--- config.mk ---
export PLATFORM = sky130hd
export DESIGN_NAME = planar_2bpp_tile_to_raster
export DESIGN_NICKNAME = d
export VERILOG_FILES = /design/src/design/pt2r_pkg.sv /design/src/design/pt2r_front.sv /design/src/design/pt2r_fifo.sv /design/src/design/pt2r_back.sv /design/src/design/planar_2bpp_tile_to_raster.sv
export SDC_FILE = /design/constraint.sdc
export NUM_CORES = 1
export LEC_CHECK = 0
export ABC_AREA = 1
export BUFFER_PORTS_ARGS = -buffer_cell sky130_fd_sc_hd__clkbuf_2
export CORE_ASPECT_RATIO = 0.5
export CORE_UTILIZATION = 45
export CTS_BUF_LIST = sky130_fd_sc_hd__clkbuf_2 sky130_fd_sc_hd__clkbuf_4 sky130_fd_sc_hd__clkbuf_8
export CTS_CLUSTER_DIAMETER = 150
export DETAILED_ROUTE_END_ITERATION = 10
export PLACE_DENSITY = 0.6
export SYNTH_ARGS = -nofsm -noshare
export SYNTH_HDL_FRONTEND = slang
export SYNTH_HIERARCHICAL = 1
export SYNTH_SLANG_ARGS = --single-unit
--- constraint.sdc ---
create_clock -name clk_i -period 3.6 [get_ports clk_i]
set_input_delay 0.72 -clock clk_i [delete_from_list [all_inputs] [get_ports clk_i]]
set_output_delay 0.72 -clock clk_i [all_outputs]
set_load 0.1 [all_outputs]
--- src/design/pt2r_pkg.sv ---
// Shared types and constants for the planar 2bpp tile to raster converter.
package pt2r_pkg;

  // Photo geometry defaults, in tiles
  localparam int unsigned TILES_ACROSS_DEF = 16;
  localparam int unsigned TILES_DOWN_DEF   = 14;

  // Fixed geometry of one tile and of the stream fields
  localparam int unsigned TILE_SIDE   = 8;
  localparam int unsigned ROW_W       = 3;   // row within a tile
  localparam int unsigned TILE_CNT_W  = 5;   // tile column / tile row counters, up to 32
  localparam int unsigned BYTE_W      = 8;
  localparam int unsigned INDEX_W     = 14;
  localparam int unsigned SHADE_W     = 2;
  localparam int unsigned OUT_DATA_W  = 16;  // pixel_index + shade, byte aligned

  // Depth of the row job queue between front and back
  localparam int unsigned JOB_DEPTH   = 2;

  // One tile row handed from the byte front end to the pixel back end
  typedef struct packed {
    logic [BYTE_W-1:0]  low_plane;
    logic [BYTE_W-1:0]  high_plane;
    logic [INDEX_W-1:0] base_index;  // raster index of the leftmost pixel
    logic               last_tile;   // this row closes the photo when it is row 7
    logic               last_row;    // row 7 of its tile
  } row_job_t;

endpackage

--- src/design/pt2r_front.sv ---
// Byte front end: tracks plane phase and tile position, queues one job per tile row.
module pt2r_front
  import pt2r_pkg::*;
#(
  parameter int unsigned TILES_ACROSS = TILES_ACROSS_DEF,
  parameter int unsigned TILES_DOWN   = TILES_DOWN_DEF
) (
  input  logic              clk_i,
  input  logic              rst_ni,
  input  logic              in_valid_i,
  input  logic [BYTE_W-1:0] in_byte_i,
  input  logic              in_start_i,
  output logic              in_ready_o,
  output logic              job_push_o,
  output row_job_t          job_o,
  input  logic              job_full_i
);

  localparam int unsigned WIDTH_PX = TILES_ACROSS * TILE_SIDE;
  localparam int unsigned ROWPX_W  = TILE_CNT_W + ROW_W;
  localparam int unsigned PROD_W   = ROWPX_W + $clog2(WIDTH_PX + 1);
  localparam int unsigned FULL_W   = (PROD_W > INDEX_W) ? PROD_W + 1 : INDEX_W + 1;

  logic [BYTE_W-1:0]     low_q, low_d;
  logic                  phase_q, phase_d;
  logic [ROW_W-1:0]      row_q, row_d;
  logic [TILE_CNT_W-1:0] tx_q, tx_d;
  logic [TILE_CNT_W-1:0] ty_q, ty_d;

  logic                  accept;
  logic                  phase_eff;
  logic [ROW_W-1:0]      row_eff;
  logic [TILE_CNT_W-1:0] tx_eff, ty_eff;
  logic                  last_col, last_trow, last_row;
  logic [ROWPX_W-1:0]    row_px;
  logic [FULL_W-1:0]     index_full;

  assign in_ready_o = !job_full_i;
  assign accept     = in_valid_i && in_ready_o;

  // Start flag clears position and phase before the byte is taken
  assign phase_eff = in_start_i ? 1'b0 : phase_q;
  assign row_eff   = in_start_i ? '0 : row_q;
  assign tx_eff    = in_start_i ? '0 : tx_q;
  assign ty_eff    = in_start_i ? '0 : ty_q;

  assign last_col  = (tx_eff == TILE_CNT_W'(TILES_ACROSS - 1));
  assign last_trow = (ty_eff == TILE_CNT_W'(TILES_DOWN - 1));
  assign last_row  = (row_eff == ROW_W'(TILE_SIDE - 1));

  // Raster index of the row's first pixel
  assign row_px     = {ty_eff, {ROW_W{1'b0}}} + ROWPX_W'(row_eff);
  assign index_full = FULL_W'(row_px) * FULL_W'(WIDTH_PX)
                    + FULL_W'({tx_eff, {ROW_W{1'b0}}});

  always_comb begin
    job_o.low_plane  = low_q;
    job_o.high_plane = in_byte_i;
    job_o.base_index = index_full[INDEX_W-1:0];
    job_o.last_tile  = last_col && last_trow;
    job_o.last_row   = last_row;
  end

  assign job_push_o = accept && phase_eff;

  // Next state of phase and tile position
  always_comb begin
    low_d   = low_q;
    phase_d = phase_q;
    row_d   = row_q;
    tx_d    = tx_q;
    ty_d    = ty_q;
    if (accept) begin
      row_d = row_eff;
      tx_d  = tx_eff;
      ty_d  = ty_eff;
      if (!phase_eff) begin
        low_d   = in_byte_i;
        phase_d = 1'b1;
      end else begin
        phase_d = 1'b0;
        if (last_row) begin
          row_d = '0;
          if (last_col) begin
            tx_d = '0;
            ty_d = last_trow ? '0 : ty_eff + 1'b1;
          end else begin
            tx_d = tx_eff + 1'b1;
          end
        end else begin
          row_d = row_eff + 1'b1;
        end
      end
    end
  end

  always_ff @(posedge clk_i or negedge rst_ni) begin
    if (!rst_ni) begin
      low_q   <= '0;
      phase_q <= 1'b0;
      row_q   <= '0;
      tx_q    <= '0;
      ty_q    <= '0;
    end else begin
      low_q   <= low_d;
      phase_q <= phase_d;
      row_q   <= row_d;
      tx_q    <= tx_d;
      ty_q    <= ty_d;
    end
  end

endmodule

--- src/design/pt2r_fifo.sv ---
// Short queue of tile row jobs between the front end and the pixel back end.
module pt2r_fifo
  import pt2r_pkg::*;
(
  input  logic     clk_i,
  input  logic     rst_ni,
  input  logic     push_i,
  input  row_job_t push_data_i,
  output logic     full_o,
  input  logic     pop_i,
  output logic     valid_o,
  output row_job_t pop_data_o
);

  localparam int unsigned PTR_W = (JOB_DEPTH > 1) ? $clog2(JOB_DEPTH) : 1;
  localparam int unsigned CNT_W = $clog2(JOB_DEPTH + 1);

  row_job_t          mem_q [JOB_DEPTH];
  logic [PTR_W-1:0]  wr_ptr_q, wr_ptr_d;
  logic [PTR_W-1:0]  rd_ptr_q, rd_ptr_d;
  logic [CNT_W-1:0]  count_q, count_d;
  logic              do_push, do_pop;

  assign full_o     = (count_q == CNT_W'(JOB_DEPTH));
  assign valid_o    = (count_q != '0);
  assign pop_data_o = mem_q[rd_ptr_q];
  assign do_push    = push_i && !full_o;
  assign do_pop     = pop_i && valid_o;

  // Pointer and fill count update, pointers wrap at the depth
  always_comb begin
    wr_ptr_d = wr_ptr_q;
    rd_ptr_d = rd_ptr_q;
    if (do_push) begin
      wr_ptr_d = (wr_ptr_q == PTR_W'(JOB_DEPTH - 1)) ? '0 : wr_ptr_q + 1'b1;
    end
    if (do_pop) begin
      rd_ptr_d = (rd_ptr_q == PTR_W'(JOB_DEPTH - 1)) ? '0 : rd_ptr_q + 1'b1;
    end
    count_d = count_q + CNT_W'(do_push) - CNT_W'(do_pop);
  end

  always_ff @(posedge clk_i or negedge rst_ni) begin
    if (!rst_ni) begin
      wr_ptr_q <= '0;
      rd_ptr_q <= '0;
      count_q  <= '0;
    end else begin
      wr_ptr_q <= wr_ptr_d;
      rd_ptr_q <= rd_ptr_d;
      count_q  <= count_d;
    end
  end

  // Storage, no reset needed
  always_ff @(posedge clk_i) begin
    if (do_push) begin
      mem_q[wr_ptr_q] <= push_data_i;
    end
  end

endmodule

--- src/design/pt2r_back.sv ---
// Pixel back end: expands one tile row job into eight pixels behind an output register.
module pt2r_back
  import pt2r_pkg::*;
(
  input  logic                  clk_i,
  input  logic                  rst_ni,
  input  logic                  job_valid_i,
  input  row_job_t              job_i,
  output logic                  job_pop_o,
  output logic                  out_valid_o,
  input  logic                  out_ready_i,
  output logic [INDEX_W-1:0]    out_index_o,
  output logic [SHADE_W-1:0]    out_shade_o,
  output logic                  out_row_done_o,
  output logic                  out_photo_done_o
);

  localparam int unsigned PIX_W = $clog2(TILE_SIDE);

  row_job_t             job_q, job_d;
  logic                 busy_q, busy_d;
  logic [PIX_W-1:0]     pix_q, pix_d;
  logic                 ov_q, ov_d;
  logic [INDEX_W-1:0]   idx_q, idx_d;
  logic [SHADE_W-1:0]   shade_q, shade_d;
  logic                 rdone_q, rdone_d;
  logic                 pdone_q, pdone_d;

  logic                 advance, last_pix, load;
  logic [PIX_W-1:0]     bit_sel;
  logic [SHADE_W-1:0]   plane_val;

  assign advance  = busy_q && (!ov_q || out_ready_i);
  assign last_pix = (pix_q == PIX_W'(TILE_SIDE - 1));
  assign load     = job_valid_i && (!busy_q || (advance && last_pix));
  assign job_pop_o = load;

  // Leftmost pixel is bit 7
  assign bit_sel   = PIX_W'(TILE_SIDE - 1) - pix_q;
  assign plane_val = {job_q.high_plane[bit_sel], job_q.low_plane[bit_sel]};

  always_comb begin
    job_d   = job_q;
    busy_d  = busy_q;
    pix_d   = pix_q;
    ov_d    = ov_q;
    idx_d   = idx_q;
    shade_d = shade_q;
    rdone_d = rdone_q;
    pdone_d = pdone_q;
    // Drain the output register
    if (ov_q && out_ready_i) begin
      ov_d = 1'b0;
    end
    // Produce the next pixel
    if (advance) begin
      ov_d    = 1'b1;
      idx_d   = job_q.base_index + INDEX_W'(pix_q);
      shade_d = ~plane_val;
      rdone_d = last_pix;
      pdone_d = last_pix && job_q.last_tile && job_q.last_row;
      pix_d   = pix_q + 1'b1;
      if (last_pix) begin
        busy_d = 1'b0;
      end
    end
    // Take the next row job
    if (load) begin
      job_d  = job_i;
      busy_d = 1'b1;
      pix_d  = '0;
    end
  end

  always_ff @(posedge clk_i or negedge rst_ni) begin
    if (!rst_ni) begin
      busy_q <= 1'b0;
      pix_q  <= '0;
      ov_q   <= 1'b0;
    end else begin
      busy_q <= busy_d;
      pix_q  <= pix_d;
      ov_q   <= ov_d;
    end
  end

  always_ff @(posedge clk_i) begin
    job_q   <= job_d;
    idx_q   <= idx_d;
    shade_q <= shade_d;
    rdone_q <= rdone_d;
    pdone_q <= pdone_d;
  end

  assign out_valid_o      = ov_q;
  assign out_index_o      = idx_q;
  assign out_shade_o      = shade_q;
  assign out_row_done_o   = rdone_q;
  assign out_photo_done_o = pdone_q;

endmodule

--- src/design/planar_2bpp_tile_to_raster.sv ---
// Top level of the planar 2bpp tile to raster converter.
//
// Input stream: one tile byte per transfer, low plane then high plane for each
// tile row; tuser set marks the first byte of a photo and clears the tile,
// row and phase counters before that byte is taken.
// Output stream: one pixel per transfer, eight per high-plane byte, leftmost
// first. tdata carries the raster index and the inverted shade, tlast marks
// the eighth pixel of a tile row, tuser the final pixel of the photo.
// With the back end idle, a row's high byte goes through the row job queue
// and the job register before its first pixel reaches the output register.
// Throughput: the pixel back end emits one pixel per cycle while tready stays
// high, eight per tile row of two bytes. Low bytes wait in the front end and
// bursts of up to two rows are absorbed by the two-entry row job queue.
// Reset clears the phase and counters, empties the queue and drops the
// output valid. When the receiver stalls, the output register holds its
// pixel, the back end stops, the queue fills and tready falls on the input.
// The counters wrap to the first tile after the last tile of the photo.
module planar_2bpp_tile_to_raster
  import pt2r_pkg::*;
#(
  parameter int unsigned TILES_ACROSS = TILES_ACROSS_DEF,
  parameter int unsigned TILES_DOWN   = TILES_DOWN_DEF
) (
  input  logic                  clk_i,
  input  logic                  rst_ni,
  input  logic                  s_axis_tvalid_i,
  output logic                  s_axis_tready_o,
  input  logic [BYTE_W-1:0]     s_axis_tdata_i,   // [7:0] tile_byte
  input  logic                  s_axis_tuser_i,   // [0] photo_start
  output logic                  m_axis_tvalid_o,
  input  logic                  m_axis_tready_i,
  output logic [OUT_DATA_W-1:0] m_axis_tdata_o,   // [13:0] pixel_index, [15:14] shade
  output logic                  m_axis_tlast_o,   // row_done
  output logic                  m_axis_tuser_o    // [0] photo_done
);

  row_job_t push_job, pop_job;
  logic     job_push, job_full, job_pop, job_valid;
  logic [INDEX_W-1:0] pix_index;
  logic [SHADE_W-1:0] pix_shade;

  pt2r_front #(
    .TILES_ACROSS (TILES_ACROSS),
    .TILES_DOWN   (TILES_DOWN)
  ) u_front (
    .clk_i      (clk_i),
    .rst_ni     (rst_ni),
    .in_valid_i (s_axis_tvalid_i),
    .in_byte_i  (s_axis_tdata_i),
    .in_start_i (s_axis_tuser_i),
    .in_ready_o (s_axis_tready_o),
    .job_push_o (job_push),
    .job_o      (push_job),
    .job_full_i (job_full)
  );

  pt2r_fifo u_fifo (
    .clk_i       (clk_i),
    .rst_ni      (rst_ni),
    .push_i      (job_push),
    .push_data_i (push_job),
    .full_o      (job_full),
    .pop_i       (job_pop),
    .valid_o     (job_valid),
    .pop_data_o  (pop_job)
  );

  pt2r_back u_back (
    .clk_i            (clk_i),
    .rst_ni           (rst_ni),
    .job_valid_i      (job_valid),
    .job_i            (pop_job),
    .job_pop_o        (job_pop),
    .out_valid_o      (m_axis_tvalid_o),
    .out_ready_i      (m_axis_tready_i),
    .out_index_o      (pix_index),
    .out_shade_o      (pix_shade),
    .out_row_done_o   (m_axis_tlast_o),
    .out_photo_done_o (m_axis_tuser_o)
  );

  assign m_axis_tdata_o = {pix_shade, pix_index};

endmodule

Word level (Yosys, flattened, before mapping):

Memories as Yosys holds them, arrays and structs flattened. A register that Yosys moved wholly into a read port is not among the register bits.
Cells that the tools add are included.

* bits in registers: 49
* RAM bits: 64
* input port bits: 13
* output and inout port bits: 20
* word-level logic and storage cells: 87
* memories kept: 1

Memories
* u_fifo.mem_q: depth 2, width 32, rd ports 1, clocked after memory_dff 1, wr ports 1, line pt2r_fifo.sv:18 `row_job_t mem_q [JOB_DEPTH];`

* add/sub/neg operators: 12
* order comparisons: 1
* equality and inequality tests: 5
* mux-type cells: 29
* bitwise operators: 2
* reductions and logical operators: 22

Operator list (count)
* 2-to-1 mux 5 bit: 9
* 2-to-1 mux 3 bit: 5
* adder 14 x 3 -> 14 bit: 1
* adder 14 x 8 -> 14 bit: 1
* 2-to-1 mux 1 bit: 13
* logical AND 1 bit: 11
* adder 5 x 1 -> 5 bit (second input constant): 2
* == test 5 x 4 -> 1 bit (second input constant): 2
* nonzero test 2 bit: 4
* adder 7 x 3 -> 7 bit: 1
* adder 3 x 1 -> 3 bit (second input constant): 2
* binary-select mux 1 bit (select 3 bit): 2
* == test 3 bit (second input constant): 2
* less-than comparator 3 x 4 -> 1 bit (second input constant): 1
* AND reduction 2 bit: 2
* zero test 1 bit: 3
* subtractor 3 bit (first input constant): 1
* adder 1 bit (second input constant): 2
* adder 2 x 1 -> 2 bit: 1
* == test 2 bit (second input constant): 1
* logical OR 1 bit: 2
* inverter 2 bit: 1
* subtractor 2 x 1 -> 2 bit: 1
* inverter 1 bit: 1

Depth between registers and ports, before layout:

Gate-level depths: netlist (run 1).

* word-level depth: 8
* gate-level depth with buffers: 14
* mapped depth without buffers: 14

Hierarchy:

Netlist (run 1), hierarchy kept.

Modules (own cells, without submodules)
* pt2r_fifo: instances 1, cells an instance 200, area each 2616.3 µm²
* pt2r_back: instances 1, cells an instance 202, area each 2347.3 µm²
* pt2r_front: instances 1, cells an instance 167, area each 1401.3 µm²

Least setup slack after synthesis (run 1):

Ideal clock, no wire load.

* kind: register -> register
* start point: reg u_fifo.count_q[1]
* end point: mem u_fifo/mem_q[1][0] (netlist name) (enable)
* setup time: 0.421 ns
* arrival time: 3.209 ns
* data required time: 3.179 ns
* path slack: -0.030 ns
* cell stages (with the launch flop): 8
* buffers on the path: 0
* clock period less this slack: 3.630 ns
* cell sequence: dfrtp_1 -> nand2_1 -> inv_1 -> inv_1 -> nand2_2 -> nor2_1 -> nand2_1 -> nor2_1

* longest elaborated chain between the ends: 7

Ends and longest elaborated chain
* start: declaration: line pt2r_fifo.sv:21 `logic [CNT_W-1:0] count_q, count_d;`
* start signal: assignment: line pt2r_fifo.sv:51 `count_q <= count_d;`
* == test 2 bit: line pt2r_fifo.sv:24 `assign full_o = (count_q == CNT_W'(JOB_DEPTH));`
* named net job_full: line planar_2bpp_tile_to_raster.sv:38 `logic job_push, job_full, job_pop, job_valid;`
* zero test 1 bit: line pt2r_front.sv:38 `assign in_ready_o = !job_full_i;`
* named net s_axis_tready_o: line planar_2bpp_tile_to_raster.sv:27 `output logic s_axis_tready_o,`
* logical AND 1 bit: line pt2r_front.sv:39 `assign accept = in_valid_i && in_ready_o;`
* logical AND 1 bit: line pt2r_front.sv:64 `assign job_push_o = accept && phase_eff;`
* named net job_push: line planar_2bpp_tile_to_raster.sv:38
* logical AND 1 bit: line pt2r_fifo.sv:27 `assign do_push = push_i && !full_o;`
* 2-to-1 mux 1 bit: line pt2r_fifo.sv:57 `if (do_push) begin`
* 2-to-1 mux 1 bit (implied by the code): line pt2r_fifo.sv:58 `mem_q[wr_ptr_q] <= push_data_i;`
* end: declaration: line pt2r_fifo.sv:18

The timed path passes the listed nets, and every way through them passes these cells.

Worst setup path after layout (run 1):

* start point: reg u_back.pix_q[0]
* end point: reg u_fifo.count_q[1]

* longest elaborated chain between the ends: 6

Ends and longest elaborated chain
* start: declaration: line pt2r_back.sv:22 `logic [PIX_W-1:0] pix_q, pix_d;`
* start signal: assignment: line pt2r_back.sv:82 `pix_q <= pix_d;`
* == test 3 bit: line pt2r_back.sv:34 `assign last_pix = (pix_q == PIX_W'(TILE_SIDE - 1));`
* named net u_back.last_pix: line pt2r_back.sv:29 `logic advance, last_pix, load;`
* logical AND 1 bit: line pt2r_back.sv:35 `assign load = job_valid_i && (!busy_q || (advance && last_pix));`
* logical OR 1 bit: line pt2r_back.sv:35
* logical AND 1 bit: line pt2r_back.sv:35
* named net job_pop: line planar_2bpp_tile_to_raster.sv:38
* logical AND 1 bit: line pt2r_fifo.sv:28 `assign do_pop = pop_i && valid_o;`
* named net u_fifo.do_pop: line pt2r_fifo.sv:22 `logic do_push, do_pop;`
* subtractor 2 x 1 -> 2 bit: line pt2r_fifo.sv:40 `count_d = count_q + CNT_W'(do_push) - CNT_W'(do_pop);`
* named net u_fifo.count_d[1]: line pt2r_fifo.sv:21

The timed path passes the listed nets, and every way through them passes these cells.
A chain may end at the register's enable or synchronous reset.

==> results of run 1 <==
==> sequential cells by signal, summed over array words and instances, names as in the netlist, 2 cells and up <==
name                cells
u_front/row_q           3
u_fifo/mem_q           64
u_front/low_q           8
u_front/tx_q            5
u_back/out_shade_o      2
u_front/ty_q            5
u_back/job_q           32
u_back/out_index_o     14
u_fifo/count_q          2
u_back/pix_q            3
==> critical path, stage by stage, from the launching register on <==
cell	delay [ps]
dfrtp_1	540
ha_1	280
ha_1	220
nand2_1	80
nand2_1	60
nand2_1	150
inv_1	80
nand2_1	150
inv_1	70
ha_1	260
inv_1	60
ha_1	150
inv_1	50
nand2_1	60
nand2_1	50
==> worst min path at each step <==
stage / from / end / slack, ps / cells after the start
6_report: rst_ni / u_front/ty_q[3] / 380 / 1
2_1_floorplan: rst_ni / u_back/busy_q / 420 / 0
5_1_grt: rst_ni / u_front/ty_q[2] / 430 / 1
4_1_cts: rst_ni / u_front/ty_q[3] / 390 / 1
3_3_place_gp: u_front/low_q[0] / u_fifo/mem_q[0][24] / 450 / 0
3_5_place_dp: u_front/low_q[2] / u_fifo/mem_q[0][26] / 460 / 0
==> kinds of logic (layout without fill, tap and decap cells) <==
logic type	after synthesis	after routing	synth area share, %
flops	145	145	66.0
other cells	1	3	0.0589
xor+xnor	9	9	1.24
simple gates	291	291	19.9
buf+inv	77	124	6.25
fa+ha+maj	14	14	2.87
mux	8	8	1.42
compound gates	24	24	2.30
==> power by group through the flow <==
| stage | logic [uW] | clock network [uW] | registers [uW] |
|---|---|---|---|
| floorplan | 1000 | 0 | 3030 |
| finish | 1810 | 1450 | 2530 |
| global placement | 1800 | 0 | 2550 |
| global route | 1980 | 1570 | 2580 |
| detailed placement | 1830 | 0 | 2570 |
| CTS | 1830 | 1490 | 2530 |
==> layout by cell type (no fill, tap or decap), drive strengths merged, types with 2 or more instances in the layout <==
cell type and instances:
xnor2 2, bufinv 5, a21oi 6, nand3 39
o21ai 13, conb 3, nand4 9, edfxtp 114
ha 13, clkinv 8, buf 4, nor3 2
nand2 206, mux2 8, nor2 29, nand3b 3
xor2 7, and2 2, inv 56, o21bai 2
clkbuf 50, dfrtp 31
==> layer usage <==
| metal | vias to the layer above | GRT usage, % |
|---|---|---|
| li1 | 1948 | - |
| met1 | 1758 | 26.3 |
| met2 | 82 | 22.4 |
| met3 | 4 | 4.29 |
| met4 | 0 | 6.88 |
| met5 | - | 0 |
==> Yosys cell counts (2+ instances only) <==
| master | instances |
|---|---|
| nand2_1 | 192 |
| edfxtp_1 | 114 |
| inv_1 | 52 |
| nand3_1 | 38 |
| dfrtp_1 | 31 |
| nor2_1 | 24 |
| buf_4 | 15 |
| nand2_2 | 14 |
| ha_1 | 13 |
| o21ai_0 | 12 |
| nand4_1 | 9 |
| mux2_2 | 8 |
| xor2_1 | 7 |
| a21oi_1 | 5 |
| buf_6 | 3 |
| inv_2 | 3 |
| nand3b_1 | 3 |
| nor2_4 | 3 |
| and2_1 | 2 |
| nor3_1 | 2 |
| o21bai_1 | 2 |
| xnor2_1 | 2 |
==> final cells by class <==
| type | count | share of cell area, % |
|---|---|---|
| multi-input combinational | 349 | 25.1 |
| tap | 192 | 3.39 |
| timing repair buffer | 36 | 2.69 |
| inverter | 56 | 3.07 |
| clock inverter | 14 | 3.02 |
| sequential | 145 | 59.3 |
| clock buffer | 18 | 3.41 |
==> metrics by stage <==
stage	worst slack, ps	power, uW
3_3_place_gp	976	4360
3_5_place_dp	925	4400
2_1_floorplan	489	4030
5_1_grt	1020	6130
4_1_cts	1200	5860
6_report	1230	5790
==> results.toml, run 1 <==
[synth]
synth_top_area_share_pct = 53.8
synth-seq-cells = 145
yosysWarnings = 6
synth_area_sq_um = 6360
syn_inst = 569
synth_flop_cell = "edfxtp_1"
synth.avg_cell_area_sq_um = 11.2
synth.area.top_cells = "edfxtp_1, dfrtp_1, nand2_1"
async_flop_share_pct = 21.4
seq_area_frac_synth_pct = 66.0
synth_edf_count = 114
synth_area_leader_cell = "edfxtp_1"
yosysUniqueCellTypes = 37

[die]
die_y_um = 86.1
die_w_um = 170
ios = 33
dieArea_sq_um = 14700
row_count = 30
coreArea_sq_um = 13700
initial_core_util_pct = 46.6

[sta]
tns_ps = 0
finClkSkew_ps = 12.7
period_share_pct = 65.9
final_hold_viol_count = 0
hold_ws_ps = 384
slew_viol_final = 0
period_minus_slack_ps = 2370
rsz0062_at_grt = "false"
setup_viol = 0
fmax_mhz = 421
relSlewSlack_pct = 42.3
worstMarginPinSlew_ps = 865

[clocking]
clock-root-buffer = "clkbuf_8"
clk_latency_ps = 430
cts_resized = 0
cts_tree = "done"
post-cts-setup-buffers = 0
cts.reportedPaths.clkPinSlew_ps = 80
cts_num_sinks = 145
numCtsBuffers = 17
hold_buffers = 0
cts_buffer_depth = 2
ctsHtreeMaxLevel = 4

[power_and_ir_drop]
swShare_pct = 38.4
intPower_uw = 3570
power_frac_clock_pct = 25.1
power_density_nw_per_um2 = 818
pwr-share-comb_pct = 31.3
pwr-share-seq_pct = 43.6
p_leak_uw = 0.00300
switching_power_uw = 2230
irDropWorstVdd_mv = 0.273

[critical_path]
reg2regPathDepth = 14
start_kind = "flop"
cp-endpoint = "u_fifo/count_q[1]"
critPathKind = "flop to flop"
critPathLaunch = "u_back/pix_q[0]"
critPathCaptureType = "flop"
r2r-start = "u_back/pix_q[0]"
crit_fanout = 12
cp.required_ps = 3920
reg2reg_slack_ps = 1230
cp.arrival_ps = 2690
r2r-end = "u_fifo/count_q[1]"

[final_layout]
num_antenna_cells = 0
finalNetCount = 632
drive_above_1_share_pct = 16.3
final_cells = 810
fillers = 1254
area_growth_syn_to_layout_pct = 11.2
multi_input_area_sq_um = 1780
final_area_sq_um = 7080
utilization_pct = 51.8
regArea_sq_um = 4200

[global_routing]
grt_use_total_pct = 17.0
grt_max_degree = 34
grt_pass1_vias = 3470
antenna_found_initial = 0
grt_pass1_wl_mm = 18.3
overflow = 0

[job]
drv_cap = 0

[placed_design]
dp.cells = 778
place_congestion = 0.828
hpwlAfterDp_mm = 7.63
postPlaceCellArea_sq_um = 6630
port_buffers = 32

[route]
wl_per_cell_um = 13.9
drt_first_pass_iters = 8
remaining_drc_errors = 1
ant_nets = 0
wirelength_mm = 11.3
top_layer_used = "met4"
initialDrtViolationCount = 296
wl_met3_um = 613
drt-met1-wl_mm = 6.00
route.met2.wl_mm = 4.64
vias = 3792
routed_via_density = 4.68

[run_status]
violations = "design-rule violations"
status = "complete, but fails checks"

[worst_hold_path]
hold_class = "input pin to asynchronous set/reset pin"
Note: power is estimated with default switching activity, not from simulation.
==> run 2: changes to the inputs <==
PLACE_DENSITY = 0.62   (was 0.6)
clock period = 2.11 ns   (was 3.6 ns; I/O delays follow)
==> run 2 against run 1 <==
The flow now finishes without violations. Clock skew decreased by 1.2 ps. Register-to-register slack got worse by 1100 ps. Clock power up 61%. Die area is the same. Hold slack got worse by 190 ps. First-iteration DRC count down 14%. Critical endpoint unchanged. Largest cell class unchanged. Largest power group unchanged.
==> results.toml, run 2 (same netlist as run 1, synthesis figures left out) <==
[final_layout]
layout_commonest_cell = "nand2_1"
largest_reg_flops = 64
largest_register = "u_fifo/mem_q"
layout_common_cells = "nand2_1, edfxtp_1, inv_1"
final_area_sq_um = 7250
area_growth_syn_to_layout_pct = 13.9
final_cells = 823
drive_above_1_share_pct = 20.4
num_antenna_cells = 0
finalNetCount = 645

[placed_design]
postPlaceCellArea_sq_um = 6810
place_congestion = 0.822
port_buffers = 32
preCtsSetupSlack_ps = -20.6
hpwlAfterDp_mm = 8.07
dp.cells = 790

[critical_path]
critPathCaptureType = "flop"
reg2reg_slack_ps = 130
cp_num_buf_inv = 3
r2r-end = "u_fifo/count_q[1]"
cp.arrival_ps = 2310
reg2regPathDepth = 13
critPathKind = "flop to flop"
cpLargestDelayFamily = "adder cells"
critPathMaxStageDelay_ps = 400
cp_cell_sequence = "ha_2 -> ha_4 -> nand2_1 -> nand2_1 -> nand2_2 -> clkinvlp_4 -> nand2_1 -> inv_1 -> ha_1 -> inv_2 -> ha_4 -> nand3_1 -> nand2_1"
slowest_stage = "dfrtp_1"
cp.required_ps = 2440
crit_top_cell = "nand2_1"
r2r-start = "u_back/pix_q[1]"
crit_fanout = 5
start_kind = "flop"

[clocking]
cts_num_sinks = 145
ctsHtreeMaxLevel = 4
cts_tree = "done"
numCtsBuffers = 17
clock-root-buffer = "clkbuf_8"
cts.reportedPaths.clkPinSlew_ps = 80
clk_latency_ps = 440
cts_buffer_depth = 2

[global_routing]
grt_use_total_pct = 17.4
overflow = 0
grtUsageMet3_pct = 5.77
top_usage_layer = "met1"
grt_pass1_vias = 3674
grt_max_degree = 34
antenna_found_initial = 1
grt_use_met1_pct = 26.1
grt_use_met2_pct = 23.5
grt_pass1_wl_mm = 18.7

[sta]
final_hold_viol_count = 0
rsz0062_at_grt = "false"
finClkSkew_ps = 11.5
worstMarginPinSlew_ps = 578
period_share_pct = 94.1
fin_ws_ps = 125
fmax_mhz = 504
slew_viol_final = 0
hold_ws_ps = 191
period_minus_slack_ps = 1980
relSlewSlack_pct = 61.5
setup_viol = 0

[power_and_ir_drop]
p_leak_uw = 0.00304
irDropWorstVdd_mv = 0.474
power_density_nw_per_um2 = 1370

[worst_hold_path]
min_to = "u_fifo/mem_q[0][23]"
hold_class = "input pin to flop"
min_path_cells = 1
hold_start = "s_axis_tdata_i[7]"

[route]
ant_nets = 0
drt_first_pass_iters = 5
routed_via_density = 4.71
wirelength_mm = 11.4
initialDrtViolationCount = 255
remaining_drc_errors = 0
wl_per_cell_um = 13.8
vias = 3874

[die]
dieArea_sq_um = 14700
die_w_um = 170
row_count = 30
coreArea_sq_um = 13700
initial_core_util_pct = 46.6
ios = 33
die_y_um = 86.1

[run_status]
status = "finished, final reports clean"

[job]
drv_cap = 0
## run 2: worst max-delay path by stage
stage,startpoint,end,slack (ps),depth (start not counted)
6_report,u_back/pix_q[1],u_fifo/count_q[1],130,13
5_1_grt,u_fifo/count_q[0],u_fifo/count_q[1],10,13
4_1_cts,u_fifo/count_q[0],s_axis_tready_o,10,5
3_5_place_dp,s_axis_tuser_i,u_front/ty_q[4],-20,10
3_3_place_gp,s_axis_tuser_i,u_front/ty_q[1],70,9
2_1_floorplan,u_back/pix_q[1],u_fifo/count_q[1],-290,13
## run 2: power by group
part	switching, uW	internal, uW	leakage, uW	total [uW]
combinational	2510	829	0.00138	3330
clock	1010	1330	0.000215	2340
sequential	296	3960	0.00144	4260
## run 2: cell type report
type	count	area, sq um
Clock buffer	21	264
Clock inverter	11	163
Fill cell	1202	6410
Inverter	56	229
Multi-Input combinational cell	349	1840
Sequential cell	145	4200
Tap cell	192	240
Timing Repair Buffer	49	318
## run 2: metal layers
metal / part of all wire, % / vias to the layer above
met2: 40 / 91
met5: 0.11 / -
met4: 0.81 / 2
met3: 5.8 / 11
li1: - / 1976
met1: 53 / 1794
## run 2: timing repair
item / in CTS / in global routing
hold buffers: 1 / 0
setup endpoints to repair: 0 / 1
setup buffers: 0 / 0
hold endpoints to repair: 19 / 0
resized for setup: 0 / 2
## run 2: metrics by stage
step           TNS (ps)  util, %  total power (uW)
2_1_floorplan    -11990        -              6960
3_5_place_dp      -37.8     49.9              7670
6_report              0     53.1              9930
5_1_grt               0     53.1             10500
3_3_place_gp          0     49.9              7620
4_1_cts               0     53.1             10000
